### config.mk
export PLATFORM = sky130hd
export DESIGN_NAME = cobs_frame_decoder
export DESIGN_NICKNAME = d
export VERILOG_FILES = /design/src/design/cfd_pkg.sv /design/src/design/cobs_frame_decoder.sv
export SDC_FILE = /design/constraint.sdc
export NUM_CORES = 1
export LEC_CHECK = 0
export BUFFER_PORTS_ARGS = -buffer_cell sky130_fd_sc_hd__buf_4
export CAP_MARGIN = 15
export CORE_AREA = 2 2 75 77
export CTS_CLUSTER_SIZE = 12
export DETAILED_ROUTE_END_ITERATION = 12
export DIE_AREA = 0 0 77 79
export PLACE_DENSITY = 0.69
export SETUP_SLACK_MARGIN = 0.3
export SYNTH_ARGS = -nofsm -noshare
export SYNTH_HDL_FRONTEND = slang
export SYNTH_SLANG_ARGS = --single-unit
### constraint.sdc
create_clock -name clk -period 2.4 [get_ports clk]
set_input_delay 0.36 -clock clk [delete_from_list [all_inputs] [get_ports clk]]
set_output_delay 0.36 -clock clk [all_outputs]
set_load 0.03 [all_outputs]
### src/design/cfd_pkg.sv
// ----------------------------------------------------------------------------
// cfd_pkg
// Word types for the COBS frame decoder and its assertion checker.
// ----------------------------------------------------------------------------
package cfd_pkg;

    localparam int BYTE_W = 8;

    typedef logic [BYTE_W-1:0] byte_t;

    typedef struct packed {
        byte_t in_byte;
        logic  continuing;
    } cfd_in_t;

    typedef struct packed {
        logic  out_valid;
        byte_t out_byte;
        logic  frame_start;
        logic  status;
    } cfd_out_t;

endpackage

### src/design/cobs_frame_decoder.sv
// A result word appears in the output register in the cycle after its input word is accepted.
// Throughput: one word per cycle while result_ready does not stall the single output register.
// A new word is taken when the output register is empty or the held result is taken in the same cycle.
// Reset (rst_n low, asynchronous) clears the decode state, the output register
// and the delimiter value, which returns to zero.
// ----------------------------------------------------------------------------
// cobs_frame_decoder
// Streaming COBS decoder with a programmable delimiter byte. Each input word
// yields one result word carrying the decoded byte and frame status.
// ----------------------------------------------------------------------------
module cobs_frame_decoder
(
    input  logic              clk,
    input  logic              rst_n,
    input  logic              delimiter_we,
    input  cfd_pkg::byte_t    delimiter_wdata,
    input  logic              item_valid,
    output logic              item_ready,
    input  cfd_pkg::cfd_in_t  item,
    output logic              result_valid,
    input  logic              result_ready,
    output cfd_pkg::cfd_out_t result
);
    import cfd_pkg::*;

    typedef enum logic [1:0] {
        MODE_IDLE = 2'd0,
        MODE_CODE = 2'd1,
        MODE_DATA = 2'd2
    } mode_t;

    mode_t    mode_reg;
    mode_t    mode_next;
    byte_t    run_reg;
    byte_t    run_next;
    logic     header_reg;
    logic     header_next;
    byte_t    delim_reg;
    logic     valid_reg;
    cfd_out_t result_reg;
    cfd_out_t result_next;
    byte_t    code_run;
    logic     accept;

    assign item_ready   = !valid_reg || result_ready;
    assign accept       = item_valid && item_ready;
    assign result_valid = valid_reg;
    assign result       = result_reg;

    assign code_run = (item.in_byte > delim_reg) ? item.in_byte - byte_t'(1) : item.in_byte;

    always_comb
    begin
        mode_next   = mode_reg;
        run_next    = run_reg;
        header_next = header_reg;
        result_next = '0;
        if (item.in_byte == delim_reg)
        begin
            if (item.continuing)
            begin
                result_next.status = 1'b1;
            end
            else
            begin
                mode_next               = MODE_CODE;
                header_next             = 1'b1;
                run_next                = '0;
                result_next.frame_start = 1'b1;
            end
        end
        else
        begin
            unique case (mode_reg)
                MODE_CODE:
                begin
                    run_next = code_run;
                    if (header_reg)
                    begin
                        header_next = 1'b0;
                    end
                    else
                    begin
                        result_next.out_valid = 1'b1;
                        result_next.out_byte  = delim_reg;
                    end
                    mode_next = (code_run == '0) ? MODE_CODE : MODE_DATA;
                end
                MODE_DATA:
                begin
                    run_next              = run_reg - byte_t'(1);
                    result_next.out_valid = 1'b1;
                    result_next.out_byte  = item.in_byte;
                    mode_next = (run_reg == byte_t'(1)) ? MODE_CODE : MODE_DATA;
                end
                default:
                begin
                    mode_next = mode_reg;
                end
            endcase
        end
    end

    always_ff @(posedge clk or negedge rst_n)
    begin
        if (!rst_n)
        begin
            mode_reg   <= MODE_IDLE;
            run_reg    <= '0;
            header_reg <= 1'b0;
            delim_reg  <= '0;
            valid_reg  <= 1'b0;
            result_reg <= '0;
        end
        else
        begin
            if (delimiter_we)
            begin
                delim_reg <= delimiter_wdata;
            end
            if (accept)
            begin
                mode_reg   <= mode_next;
                run_reg    <= run_next;
                header_reg <= header_next;
                result_reg <= result_next;
                valid_reg  <= 1'b1;
            end
            else if (result_ready)
            begin
                valid_reg <= 1'b0;
            end
        end
    end

endmodule

-- Word-level counts from Yosys, hierarchy flattened
Index checks and enable logic that the tools add are counted.
- register bits: 31
- output and inout bits: 13
- input bits: 22
- multiplexer cells: 20
- $add $sub $neg: 2
- order comparisons: 1
- reductions and logical operators: 9
- eq/ne operators: 5
- operator list (operator ; count):
    $mux W8 ; 3
    $mux W9 ; 2
    $pmux W9 S2 ; 1
    $pmux W8 S2 ; 1
    $sub A8 B1 Y8 const B ; 2
    $mux W2 ; 5
    $eq A8 B1 Y1 const B ; 1
    $eq A8 B8 Y1 ; 1
    $gt A8 B8 Y1 ; 1
    $logic_not A8 Y1 ; 1
    $mux W1 ; 7
    $reduce_and A3 Y1 ; 2
    $pmux W2 S2 ; 1
    $reduce_bool A2 Y1 ; 2
    $reduce_bool A3 Y1 ; 1
    $eq A2 B1 Y1 const B ; 1
    $eq A2 B2 Y1 const B ; 1
    $ne A2 B2 Y1 const B ; 1
    $logic_and A1 B1 Y1 ; 1
    $logic_not A1 Y1 ; 1
    $logic_or A1 B1 Y1 ; 1

-- Depth between registers and ports, before layout
Gate-level depths: netlist of the first run.
- word-level depth: 6
- depth in mapped cells: 9
- mapped depth without buffers: 8

-- Worst setup path before layout of the first run
OpenSTA, ideal clock, no wires.
- path kind: register to register
- start: register valid_reg, in the netlist result_valid
- end: register run_reg[6]
- stages on the path, launching flop included: 7
- slack: 0.522 ns
- arrival time: 1.798 ns
- cell sequence: dfrtp_1 -> nand2b_1 -> o2111ai_2 -> or2_2 -> clkbuf_1 -> a21o_1 -> o211ai_2
- word-level cells in the longest chain between the ends: 4
- ends and longest elaborated chain (item ; RTL line ; text):
    from (decl) ; cobs_frame_decoder.sv:39 ; logic valid_reg;
    from (signal assigned) ; cobs_frame_decoder.sv:112 ; valid_reg <= 1'b0;
    from (signal assigned) ; cobs_frame_decoder.sv:127 ; valid_reg <= 1'b1;
    from (signal assigned) ; cobs_frame_decoder.sv:131 ; valid_reg <= 1'b0;
    $logic_not A1 Y1 ; cobs_frame_decoder.sv:45 ; assign item_ready = !valid_reg || result_ready;
    $logic_or A1 B1 Y1 ; cobs_frame_decoder.sv:45 ;
    named net item_ready ; cobs_frame_decoder.sv:18 ; output logic item_ready,
    $logic_and A1 B1 Y1 ; cobs_frame_decoder.sv:46 ; assign accept = item_valid && item_ready;
    $reduce_and A3 Y1 (no source line) ; -- ;
    to (signal assigned) ; cobs_frame_decoder.sv:124 ; run_reg <= run_next;
    to (decl) ; cobs_frame_decoder.sv:34 ; byte_t run_reg;
The timed path passes the listed nets, and every way through them passes these cells.
A chain may end at the register's enable or synchronous reset.

-- Final worst setup path of the first run
- start: register delim_reg[1]
- end: register run_reg[3]
- word-level cells in the longest chain between the ends: 4
- elaborated cells on any way between the ends: 8
- those cells by class: 1 x order compare; 2 x eq/ne; 3 x mux; 2 x reduce/logical
- ends and longest elaborated chain (item ; RTL line ; text):
    from (decl) ; cobs_frame_decoder.sv:38 ; byte_t delim_reg;
    from (signal assigned) ; cobs_frame_decoder.sv:119 ; delim_reg <= delimiter_wdata;
    $gt A8 B8 Y1 ; cobs_frame_decoder.sv:50 ; assign code_run = (item.in_byte > delim_reg) ? item.in_byte - byte_t'(1) : item.in_byte;
    $mux W8 ; cobs_frame_decoder.sv:50 ;
    $pmux W8 S2 ; cobs_frame_decoder.sv:74 ; unique case (mode_reg)
    $mux W8 ; cobs_frame_decoder.sv:58 ; if (item.in_byte == delim_reg)
Several ways; a longest one is shown, not always the timed one.

==> results.json, run 1 <==
{
  "critPathKind": "reg2reg",
  "post-synth-top-area-cell": "dfrtp_1",
  "clk_path_buf_depth": 2,
  "route.detailed.drc": 0,
  "rsz0062_at_grt": "false",
  "holdWs_ns": -0.000381,
  "hp-class": "in2async",
  "antenna_cells": 0,
  "setup_viol": 0,
  "grt_antenna_before_repair": 0,
  "clock_sinks": 31,
  "grt_use_total_pct": 17.2,
  "netlist_area_mm2": 0.00202,
  "clkTransAtPathRegs_ns": 0.07,
  "syn_inst": 227,
  "post-dp-hpwl_um": 3650,
  "fmax_ghz": 0.477,
  "synth_nets": 262,
  "internal-power_uw": 1470,
  "clk_latency_ns": 0.28,
  "cp.required_ns": 2.54,
  "cts_hold_buf": 0,
  "finalHoldViolCount": 1,
  "start_util_pct": 37.9,
  "cts_tree": "yes",
  "p_switching_uw": 997,
  "core-area_mm2": 0.00534,
  "cts-root-buf": "clkbuf_8",
  "ioPinCount": 35,
  "finalMaxSlewViolations": 0,
  "seq_area_frac_synth_pct": 38.4,
  "startpoint_type": "register",
  "ys_top_cells_by_area": "dfrtp_1 38%, ha_1 8.0%, o21ai_0 5.4%, nand2_1 5.0%, a22oi_1 3.3%",
  "vdd.ir_drop.worst_v": 0.000648,
  "vias_per_cell": 5.35,
  "drtIter0Drc": 129,
  "grt_pass1_wl_um": 8260,
  "fin_nets": 304,
  "area_growth_pct": 29.1,
  "gr-total-overflow": 0,
  "crit_path_max_fanout": 6,
  "ys_warn_count": 0,
  "regToRegSetupSlack_ns": 0.30,
  "cap_violations": 0,
  "tns_ns": 0,
  "grt_max_degree": 32,
  "synth_seq_cells": 31,
  "chipWidth_um": 77,
  "layout_min_cycle_time_ns": 2.10,
  "via_count": 1828,
  "stdcell_area_mm2": 0.00261,
  "h-tree-depth": 2,
  "post_synth_num_cell_types": 50,
  "wl_um": 5150,
  "outcome": "finished, violations left",
  "worstSetupStartpoint": "delim_reg[1]$_DFFE_PN0P_",
  "cp.arrival_ns": 2.24,
  "dieArea_mm2": 0.00608,
  "rows": 27,
  "end_kind": "register",
  "largest_reg_flops": 11,
  "slew_headroom_pct": 54.4,
  "syn_area_per_cell_um2": 8.90,
  "wire_per_inst_um": 15.1,
  "finClkSkew_ns": 0.00147,
  "io_buffers": 34,
  "gp_congestion": 0.877,
  "synth_top_area_share_pct": 38.4,
  "violations": "negative hold slack",
  "post-route-period-util_pct": 87.4,
  "numCtsBuffers": 5,
  "seqPwrFrac_pct": 33.5,
  "drive_gt1_share_pct": 30.0,
  "p_per_area_mw_per_mm2": 945,
  "nFillCells": 536,
  "tightest_slew_ns": 0.682,
  "dr.pass1.iters": 4,
  "synth_edf_count": 0,
  "ant_nets": 0,
  "rr_endpoint": "run_reg[3]$_DFFE_PN0P_",
  "ys.flop_type": "dfrtp_1",
  "p_leak_uw": 0.00115,
  "dpl_cell_area_mm2": 0.00235,
  "worstSetupEndpoint": "run_reg[3]$_DFFE_PN0P_",
  "swShare_pct": 40.4,
  "r2r_cells": 9,
  "grt_pass1_vias": 1762,
  "clkPwrFrac_pct": 21.9,
  "timing.rr.start": "delim_reg[1]$_DFFE_PN0P_",
  "die_height_um": 79,
  "finalPower_uw": 2460,
  "ys_async_sr_fraction_pct": 100,
  "p_comb_share_pct": 44.6
}
## timing repair
item / in CTS / in global routing
pin swaps: 1 / 6
endpoints found under the setup margin: 7 / 10
gates resized for setup: 1 / 12
buffers inserted: 1 / 6
## critical path: stages, from the launching register on
cell	delay, ns
dfrtp_1	0.35
inv_1	0.06
ha_1	0.29
nand4_1	0.12
buf_4	0.18
or2_4	0.29
buf_4	0.15
o211ai_1	0.09
xor2_1	0.23
o221ai_1	0.18
## cell type report
| type | instances | area [um^2] | area share, % |
|---|---|---|---|
| Sequential cell | 31 | 776 | 29.7 |
| Tap cell | 72 | 90.1 | 3.45 |
| Clock buffer | 6 | 82.6 | 3.17 |
| Multi-Input combinational cell | 170 | 1230 | 47.2 |
| Timing Repair Buffer | 44 | 330 | 12.7 |
| Inverter | 17 | 63.8 | 2.45 |
| Clock inverter | 2 | 35.0 | 1.34 |
## worst min-delay path by stage
stage / to / slack, ns / cells past startpoint
final: run_reg[1]$_DFFE_PN0P_ / -0.0004 / 1
after global placement: run_reg[0]$_DFFE_PN0P_ / 0.32 / 1
after CTS: run_reg[4]$_DFFE_PN0P_ / 0.01 / 1
after global routing: run_reg[6]$_DFFE_PN0P_ / 0.03 / 1
after floorplan: delim_reg[0]$_DFFE_PN0P_ / 0.06 / 0
after detailed placement: run_reg[0]$_DFFE_PN0P_ / 0.33 / 1
## cells by family (layout without fill, tap and decap cells)
group | Yosys count | in the layout | synth area share [%]
simple gates | 77 | 77 | 19.6
mux | 3 | 3 | 1.61
flops | 31 | 31 | 38.4
compound gates | 70 | 70 | 24.1
fa+ha+maj | 13 | 13 | 8.05
buf+inv | 26 | 69 | 5.20
xor+xnor | 7 | 7 | 3.03
## cells in the final DEF (no fill, tap or decap), drive strengths merged, types with 4 or more instances in the layout
cell type,netlist,final
inv,17,17
dfrtp,31,31
o21ai,27,27
a21oi,10,10
nand3,4,4
o221ai,5,5
nor2,17,17
a22oi,9,9
o211ai,9,9
nand2,28,28
or2,5,5
xor2,4,4
buf,2,44
clkbuf,7,6
ha,13,13
## synth_stat cells (4+ instances only)
library cell  count
a21oi_1          10
a22oi_1           9
clkbuf_1          7
dfrtp_1          31
ha_1             13
inv_1            16
nand2_1          27
nor2_1           17
o211ai_1          6
o21ai_0          22
o221ai_1          5
xor2_1            4
## power groups by stage
stage                     logic, uW  registers [uW]  clock network (uW)
after global routing           1210             849                 573
final                          1100             826                 540
after floorplan                 591             940                   0
after CTS                      1050             825                 555
after global placement         1020             830                   0
after detailed placement       1040             834                   0
## per-layer routing
layer	wire, um	GRT usage [%]	vias to the layer above
li1	-	-	901
met1	2290	22.8	870
met2	2560	28.0	49
met3	231	4.43	8
met4	82	5.36	0
met5	0	0	-
## stage by stage
stage                     hold WS, ns  instances  setup WS, ns  utilization (%)
after global routing           0.0278        342         0.252             48.9
after CTS                      0.0146        336         0.302             46.4
after floorplan                0.0644        227         0.522                -
after detailed placement        0.326        327        0.0636             44.0
after global placement          0.323        327         0.108             44.0
final                       -0.000381        342         0.302             48.9
(Power assumes the default switching activity.)
==> run 2, diff against run 1 <==
PLACE_DENSITY = 0.68   (was 0.69)
==> run 2 against run 1 <==
The flow still finishes with violations (negative hold slack). Worst hold slack hardly changed. Via count is 1.1% higher. Design area is 2.9% lower. Sequential power hardly changed. Sequential share of layout area is 0.90 points higher. Critical endpoint unchanged. Count of clock-buffer cells in the layout stayed put. Clock skew is 0.0037 ns higher. Routed wire length is 0.49% lower. Global-route usage is 0.30 points lower. Cell count is 0.88% lower. Non-clock buffer count is 2 lower.
==> results.json, run 2 (synthesis gave the netlist of run 1 again) <==
{
  "rows": 27,
  "finClkSkew_ns": 0.00517,
  "grt_use_total_pct": 16.9,
  "largest_reg_flops": 11,
  "gr-total-overflow": 0,
  "regToRegSetupSlack_ns": 0.39,
  "holdWs_ns": -0.000131,
  "rsz0062_at_grt": "true",
  "dr.pass1.iters": 4,
  "via_count": 1848,
  "gp_congestion": 0.867,
  "numCtsBuffers": 5,
  "clock_sinks": 31,
  "vias_per_cell": 5.45,
  "h-tree-depth": 2,
  "drtIter0Drc": 138,
  "cts-root-buf": "clkbuf_8",
  "io_buffers": 34,
  "startpoint_type": "register",
  "cp.required_ns": 2.55,
  "chipWidth_um": 77,
  "grt_max_degree": 32,
  "route.detailed.drc": 0,
  "ant_nets": 0,
  "core-area_mm2": 0.00534,
  "vdd.ir_drop.worst_v": 0.000467,
  "end_kind": "register",
  "stdcell_area_mm2": 0.00253,
  "ioPinCount": 35,
  "wl_um": 5130,
  "wl_met2_um": 2350,
  "fin_cells": 339,
  "cp.arrival_ns": 2.16,
  "dpl_cell_area_mm2": 0.00235,
  "fmax_ghz": 0.498,
  "clk_latency_ns": 0.29,
  "violations": "negative hold slack",
  "area_growth_pct": 25.3,
  "setup_viol": 0,
  "dp.cells": 328,
  "p_per_area_mw_per_mm2": 928,
  "grt_pass1_vias": 1748,
  "hp-class": "in2async",
  "antenna_cells": 0,
  "r2r_cells": 8,
  "worst_slack_ns": 0.392,
  "outcome": "finished, violations left",
  "cts_tree": "yes",
  "clk_path_buf_depth": 2,
  "clkTransAtPathRegs_ns": 0.07,
  "slew_headroom_pct": 59.2,
  "cap_violations": 0,
  "finalHoldViolCount": 1,
  "dp_worst_setup_slack_ns": 0.119,
  "post-dp-hpwl_um": 3800,
  "layout_common_cells": "42 x buf_4, 31 x dfrtp_1, 27 x nand2_1, 22 x o21ai_0",
  "grt_pass1_wl_um": 8160,
  "start_util_pct": 37.9,
  "critPathKind": "reg2reg",
  "tns_ns": 0,
  "met1_length_um": 2290,
  "fin_nets": 302,
  "tightest_slew_ns": 0.607,
  "layout_commonest_cell": "buf_4",
  "grt_antenna_before_repair": 0,
  "timing.rr.start": "delim_reg[1]$_DFFE_PN0P_",
  "nFillCells": 544,
  "p_leak_uw": 0.00113,
  "layout_min_cycle_time_ns": 2.01,
  "drive_gt1_share_pct": 28.1,
  "dieArea_mm2": 0.00608,
  "rr_endpoint": "run_reg[3]$_DFFE_PN0P_",
  "top_layer_used": "met4",
  "wl_met3_um": 343,
  "post-route-period-util_pct": 83.7,
  "crit_path_max_fanout": 3,
  "die_height_um": 79,
  "finalMaxSlewViolations": 0,
  "wire_per_inst_um": 15.1
}
-- run 2: how the worst max path moves through the flow --
stage	end	start
floorplan	run_reg[6]$_DFFE_PN0P_	result_valid$_DFFE_PN0P_
global placement	mode_reg[0]$_DFFE_PN0P_	item[1]
detailed placement	mode_reg[0]$_DFFE_PN0P_	item[4]
CTS	run_reg[4]$_DFFE_PN0P_	delim_reg[3]$_DFFE_PN0P_
global route	run_reg[4]$_DFFE_PN0P_	delim_reg[1]$_DFFE_PN0P_
finish	run_reg[3]$_DFFE_PN0P_	delim_reg[1]$_DFFE_PN0P_
-- run 2: through the flow --
stage / power [uW] / utilization, % / hold slack (ns)
floorplan: 1530 / - / 0.0644
global placement: 1870 / 44.1 / 0.324
detailed placement: 1890 / 44.1 / 0.326
CTS: 2330 / 46.0 / 0.0167
global route: 2510 / 47.4 / 0.0308
finish: 2350 / 47.4 / -0.000131
-- run 2: area by class of cell --
type | count | area, um^2 | share of cell area (%)
clock inverter | 1 | 5.00 | 0.198
timing repair buffer | 42 | 315 | 12.5
multi-input combinational | 170 | 1200 | 47.4
sequential | 31 | 776 | 30.6
tap | 72 | 90.1 | 3.56
clock buffer | 6 | 82.6 | 3.26
inverter | 17 | 63.8 | 2.52
-- run 2: worst max-delay path: stages, from the launching register on --
cell,delay [ns]
dfrtp_1,0.37
inv_1,0.08
ha_1,0.24
nor2b_1,0.15
o211ai_2,0.22
a21oi_2,0.10
o211ai_1,0.24
xor2_1,0.28
o221ai_1,0.18
-- run 2: what timing repair did --
action | CTS | global route
hold buffers | 0 | 0
gates resized for setup | 0 | 9
cloned | 0 | 0
setup buffers | 2 | 2
pin swaps | 1 | 4
endpoints found under the setup margin | 7 | 10
-- run 2: routing by layer --
layer  track usage, %  up-vias
met4             7.86        0
met2             27.5       69
met1             21.4      876
met5                0        -
met3             4.09       13
li1                 -      890
-- run 2: power breakdown --
group	switching (uW)	total, uW	internal (uW)	leakage [uW]
registers	143	826	683	0.000391
clock network	204	428	225	0.0000470
logic	649	1100	447	0.000690
total	996	2350	1350	0.00113
==> run 3, diff against run 2 <==
PLACE_DENSITY = 0.71   (was 0.68)
clock period = 1.8 ns   (was 2.4 ns; I/O delays follow)
==> run 3 against run 2 <==
The flow finishes with violations (negative setup slack). Sequential power grew 36%. Critical path depth is the same. Power grew 57%. Global-route usage grew 1.8 points. Sequential share of layout area shrank 5.7 points. Combinational power grew 66%. Cell count grew 13%. Count of clock-buffer cells in the layout is the same. Clock skew grew 0.0014 ns.
==> results.json, run 3 (synthesis gave the netlist of run 1 again) <==
{
  "outcome": "finished, violations left",
  "violations": "negative setup slack",
  "layout_commonest_cell": "buf_4",
  "ant_nets": 0,
  "cts-root-buf": "clkbuf_8",
  "post-route-period-util_pct": 112,
  "p_per_area_mw_per_mm2": 1180,
  "tns_ns": -2.22,
  "min_to": "delim_reg[2]$_DFFE_PN0P_",
  "startpoint_type": "register",
  "grt_pass1_wl_um": 9050,
  "route.detailed.drc": 0,
  "crit_family": "simple AND/OR/NAND/NOR gates",
  "finalMaxSlewViolations": 0,
  "regToRegSetupSlack_ns": -0.22,
  "stdcell_area_mm2": 0.00312,
  "p_leak_uw": 0.00141,
  "rr_endpoint": "run_reg[4]$_DFFE_PN0P_",
  "hold-path-cell-count": 3,
  "critPathKind": "reg2reg",
  "vdd.ir_drop.worst_v": 0.000625,
  "grt_antenna_before_repair": 0,
  "cap_violations": 0,
  "clk_latency_ns": 0.29,
  "h-tree-depth": 2,
  "slew_headroom_pct": 62.8,
  "r2r_cells": 8,
  "finClkSkew_ns": 0.00658,
  "core-area_mm2": 0.00534,
  "post-dp-hpwl_um": 3990,
  "cp.arrival_ns": 2.18,
  "clkTransAtPathRegs_ns": 0.07,
  "start_util_pct": 37.9,
  "dieArea_mm2": 0.00608,
  "chipWidth_um": 77,
  "gp_congestion": 0.928,
  "finalPower_uw": 3680,
  "fin_nets": 346,
  "via_count": 2023,
  "area_growth_pct": 54.2,
  "crit_path_max_fanout": 7,
  "largest_reg_flops": 11,
  "antenna_cells": 0,
  "crit_path_top_delay_cell": "dfrtp_1",
  "crit_path_max_incr_delay_ns": 0.38,
  "ioPinCount": 35,
  "wire_per_inst_um": 15.0,
  "grt_use_total_pct": 18.8,
  "timing.rr.start": "delim_reg[1]$_DFFE_PN0P_",
  "clk_path_buf_depth": 2,
  "vias_per_cell": 5.27,
  "dr.pass1.iters": 4,
  "numCtsBuffers": 5,
  "rows": 27,
  "finalHoldViolCount": 0,
  "cts_tree": "yes",
  "hp-start": "delimiter_wdata[2]",
  "clock_sinks": 31,
  "nFillCells": 468,
  "rsz0062_at_grt": "true",
  "layout_common_cells": "78 x buf_4, 31 x dfrtp_1, 26 x nand2_1, 16 x nor2_1, 16 x o21ai_2",
  "tightest_slew_ns": 0.552,
  "crit_path_cell_trace": "inv_2 -> ha_4 -> nand4_1 -> or2_4 -> and3_4 -> o21ai_2 -> xor2_1 -> o221ai_1",
  "gr-total-overflow": 0,
  "io_buffers": 34,
  "drive_gt1_share_pct": 49.7,
  "drtIter0Drc": 145,
  "setup_viol": 19,
  "wl_um": 5750,
  "worst_slack_ns": -0.223,
  "dpl_cell_area_mm2": 0.00267,
  "layout_min_cycle_time_ns": 2.02,
  "grt_max_degree": 32,
  "end_kind": "register",
  "die_height_um": 79,
  "fmax_ghz": 0.494,
  "crit_buf_inv": 1,
  "hp-class": "in2reg",
  "cp.required_ns": 1.95,
  "grt_pass1_vias": 1902
}
[run 3: area by class of cell]
cell class	instances	area, um^2	area share [%]
Tap cell	72	90.1	2.89
Clock inverter	2	35.0	1.12
Inverter	17	63.8	2.05
Timing Repair Buffer	85	663	21.3
Sequential cell	31	776	24.9
Multi-Input combinational cell	171	1410	45.1
Clock buffer	6	82.6	2.65
[run 3: repair_timing]
action                                  4_1_cts  5_1_grt
pin swaps                                    32       12
setup buffers                                 8        4
resized for setup                            39       25
hold buffers                                  1        0
cloned                                        1        0
endpoints found under the hold margin        31        0
endpoints found under the setup margin       21       22
[run 3: metal layers]
metal | part of all wire (%) | vias to the layer above | GRT usage [%]
met4 | 1.7 | 0 | 6.43
met5 | 0 | - | 0
met3 | 6.1 | 9 | 5.23
met1 | 42 | 965 | 23.8
li1 | - | 979 | -
met2 | 50 | 70 | 31.1
[run 3: power breakdown]
| group | internal [uW] | switching [uW] |
|---|---|---|
| sequential | 910 | 214 |
| clock | 448 | 277 |
| combinational | 832 | 999 |
[run 3: stage by stage]
| stage | util (%) | instances | worst slack, ns | hold WS, ns |
|---|---|---|---|---|
| detailed placement | 50.0 | 362 | -0.234 | 0.233 |
| global placement | 50.0 | 362 | -0.178 | 0.237 |
| CTS | 56.1 | 380 | -0.153 | 0.190 |
| floorplan | - | 227 | -0.0367 | -0.0256 |
| global route | 58.4 | 384 | -0.328 | 0.203 |
| finish | 58.4 | 384 | -0.223 | 0.189 |
[run 3: how the worst max path moves through the flow]
stage | start | end | slack [ns] | cells past startpoint
2_1_floorplan | delim_reg[1]$_DFFE_PN0P_ | mode_reg[0]$_DFFE_PN0P_ | -0.04 | 9
3_3_place_gp | item[2] | run_reg[4]$_DFFE_PN0P_ | -0.18 | 8
3_5_place_dp | delim_reg[1]$_DFFE_PN0P_ | run_reg[4]$_DFFE_PN0P_ | -0.23 | 8
4_1_cts | delim_reg[3]$_DFFE_PN0P_ | run_reg[4]$_DFFE_PN0P_ | -0.15 | 8
5_1_grt | delim_reg[1]$_DFFE_PN0P_ | run_reg[4]$_DFFE_PN0P_ | -0.33 | 9
6_report | delim_reg[1]$_DFFE_PN0P_ | run_reg[4]$_DFFE_PN0P_ | -0.22 | 8
[run 3: worst register-to-register path, cell delays in order (launching register included)]
cell	delay [ns]
dfrtp_1	0.38
inv_2	0.07
ha_4	0.27
nand4_1	0.21
or2_4	0.34
and3_4	0.17
o21ai_2	0.11
xor2_1	0.20
o221ai_1	0.14
